## src/rtl/core/spr_ram.sv

```systemverilog
// ----------------------------------------------------------------------------
// Generic synchronous RAM
// One write port and one read port with registered read data.
// ----------------------------------------------------------------------------
module spr_ram #(
    parameter int WIDTH = 8,
    parameter int DEPTH = 16
) (
    input  logic                     clk,
    input  logic                     we,
    input  logic [$clog2(DEPTH)-1:0] waddr,
    input  logic [WIDTH-1:0]         wdata,
    input  logic [$clog2(DEPTH)-1:0] raddr,
    output logic [WIDTH-1:0]         rdata
);

    logic [WIDTH-1:0] mem [DEPTH];

    always_ff @(posedge clk)
    begin
        if (we)
        begin
            mem[waddr] <= wdata;
        end
        rdata <= mem[raddr];
    end

endmodule

```

## config.mk

```make
export PLATFORM = sky130hd
export DESIGN_NAME = spr_ram
export DESIGN_NICKNAME = d
export VERILOG_FILES = /design/src/rtl/core/spr_ram.sv
export SDC_FILE = /design/constraint.sdc
export NUM_CORES = 1
export LEC_CHECK = 0
export BUFFER_PORTS_ARGS = -buffer_cell sky130_fd_sc_hd__buf_4
export CAP_MARGIN = 5
export CORE_MARGIN = 1.5
export CORE_UTILIZATION = 40
export CTS_BUF_LIST = sky130_fd_sc_hd__clkbuf_4 sky130_fd_sc_hd__clkbuf_8
export DETAILED_ROUTE_END_ITERATION = 10
export SLEW_MARGIN = 20
export SYNTH_ARGS = -nofsm -noshare
export SYNTH_HDL_FRONTEND = slang
export SYNTH_SLANG_ARGS = --single-unit
```

## constraint.sdc

```tcl
create_clock -name clk -period 2.1 [get_ports clk]
set_input_delay 0.315 -clock clk [delete_from_list [all_inputs] [get_ports clk]]
set_output_delay 0.315 -clock clk [all_outputs]
set_load 0.02 [all_outputs]
```

==> metrics.txt <==
first-iteration detailed-routing DRC count=181; switching power total=1.14 mW; vias=2352; Post-Syn Nets=247; unrepaired setup endpoints after global routing=false; Placer Congestion=0.742; CTS resizes=0; Pwr Total=5.44 mW; Pint=4.30 mW; area of the multi-input gates=0.00106 mm^2; Layout fillers=1000; CP required=2.40 ns; Synth-to-Final Area Change=17.8%; R2R depth=3; Switching Share=21.0%; Avg WL per Cell=20.7 um; DIE HEIGHT=116 um; Post-synth EDFFs=128; Max-cap violations=0; Storage cell area=0.00400 mm^2; Initial Util=41.0%; number of nets with antenna violations after routing=0; clk_skew=0.00696 ns; initial antenna violation count=0; WHS Endpoint=mem[10][3]; crit end category=register; final hold vios=0; clk buf depth=2; port bufs=25; fmax=680 MHz; count leader, synth=edfxtp_1; IO Pins=26; Die Width=116 um; Total Routed Length=9730 um; Residual DRC=0; reg2reg start=mem[1][1]; Synth Cell Area=0.00515 mm^2; share of layout cells above drive strength 1=32.9%; Synth Flop Type=edfxtp_1; Final #Nets=303; post-synth top area cell=edfxtp_1; synth cell count leaders=edfxtp_1 (128), mux4_2 (18), a22oi_1 (16); gr ovfl total=0; combinational cell fraction of total power=6.0%; yosys warns=0; setup TNS=0 ns; vias per cell=5.00; standard-cell rows=41; clock network power share=38.0%; Rel. slew slack=73.4%; clk_lat worst skew=0.43 ns; n_diodes=0; synthesized area per cell=22.5 um^2; core area=0.0126 mm^2; Hold Path Class=primary input to register; cts hold-fix bufs=0; post-CTS setup buffers=0; Seq pwr share=56.0%; cts bufs inserted=17; clock sink count=136; CTS tree=done; Tightest Pin Transition=0.399 ns; post-DP HPWL=6320 um; R2R Path End=rdata[1]; Worst Path Arrival=1.77 ns; Critical Path Start Type=register; max-slew violation count=0; pwr dens=898 mW/mm^2; Detailed Routing Iterations Pass 1=4; shortest period the worst path allows=1.47 ns; Worst Path Max Fanout=1; cells after synthesis=229; crit share post-route=70.0%; Synth async-reset ratio=0%; Hold Crit Start=wdata[3]; total track usage=16.0%; first-pass GRT wire length=14700 um; htree depth=4; Critical Setup Path Class=register to register; Synth area leaders=edfxtp_1 (75%), mux4_2 (7.9%), mux4_1 (7.1%); Synth top area share=74.7%; Die ar.=0.0136 mm^2; vias in the first global route=2455; CTS Root Cell=clkbuf_8; Seq/Total Area, Yosys=77.8%; outcome=finished clean; Worst-path clk slew=0.08 ns; Synth Register Bits=136; hold path cells=1; Pleak=2.03 nW; VDD IR-drop max=0.000391 V; largest net degree at the start of global routing=17; r2r setup slk=0.63 ns; distinct cell type count of the synthesized netlist=19; setup violators final=0
placed cells by master, fill, tap and decap left out:
| cell type | count |
|---|---|
| clkbuf_4 | 1 |
| nor2_1 | 13 |
| clkbuf_8 | 19 |
| nor2b_1 | 1 |
| edfxtp_1 | 128 |
| and2b_1 | 1 |
| nand2b_1 | 2 |
| mux4_2 | 18 |
| mux4_1 | 14 |
| buf_4 | 44 |
| and2_1 | 1 |
| bufinv_16 | 2 |
| buf_12 | 3 |
| nand3b_1 | 2 |
| clkinvlp_4 | 5 |
| nor3_1 | 4 |
| nand2_1 | 9 |
| a22oi_1 | 16 |
| clkinv_4 | 1 |
| or3b_2 | 1 |
| dfxtp_1 | 8 |
| nand3_1 | 1 |
| clkinv_2 | 4 |
through the flow:
| stage | setup WS, ns | hold slack, ns | cell area [um^2] | util [%] | cells |
|---|---|---|---|---|---|
| floorplan | 0.292 | 0.414 | 5150 | - | 229 |
| global placement | 0.313 | 0.631 | 5670 | 45.1 | 438 |
| detailed placement | 0.316 | 0.639 | 5670 | 45.1 | 438 |
| CTS | 0.612 | 0.178 | 6060 | 48.2 | 470 |
| global route | 0.596 | 0.183 | 6060 | 48.2 | 470 |
| finish | 0.630 | 0.195 | 6060 | 48.2 | 470 |
power groups by stage:
stage | registers, mW | logic (mW) | clock network (mW)
2_1_floorplan | 3.13 | 0.154 | 0
3_3_place_gp | 3.11 | 0.329 | 0
3_5_place_dp | 3.11 | 0.334 | 0
4_1_cts | 3.05 | 0.334 | 2.12
5_1_grt | 3.05 | 0.351 | 2.22
6_report | 3.05 | 0.325 | 2.07
flip-flops by register name (all words and copies together) (netlist names):
signal	cells
rdata	8
mem	128
logic make-up (layout without fill, tap and decap cells):
group                  count (synthesis)  count (layout)  synth area share (%)
AND/OR/NAND/NOR                       35              35                  3.18
AO/OA/AOI/OAI                         16              16                  2.33
buffers and inverters                 10              79                  1.68
flip-flops                           136             136                  77.8
multiplexers                          32              32                  15.0
area by class of cell:
class / instances / share of cell area [%]
clock buffer: 20 / 4.44
clock inverter: 12 / 2.08
multi-input combinational: 83 / 17.4
sequential: 136 / 66.0
tap: 172 / 3.55
timing repair buffer: 47 / 6.44
worst max-delay path: stages, from the launching register on:
cell and delay, ns:
edfxtp_1 0.36, mux4_1 0.53, a22oi_1 0.32, nand2_1 0.13
metal layers:
| metal | wire [um] | global-route usage (%) | vias up |
|---|---|---|---|
| met4 | 115 | 6.26 | 0 |
| met2 | 4810 | 24.5 | 71 |
| met1 | 4310 | 21.9 | 1191 |
| met5 | 0 | 0 | - |
| li1 | - | - | 1080 |
| met3 | 498 | 4.62 | 10 |
worst max path at each step:
stage          slack [ns]       from   endpoint
6_report             0.63  mem[1][1]   rdata[1]
5_1_grt              0.60  mem[2][1]   rdata[1]
4_1_cts              0.61  mem[1][1]   rdata[1]
3_5_place_dp         0.32   raddr[0]   rdata[0]
3_3_place_gp         0.31   raddr[0]   rdata[0]
2_1_floorplan        0.29   waddr[2]  mem[0][0]
(Power assumes the default switching activity.)
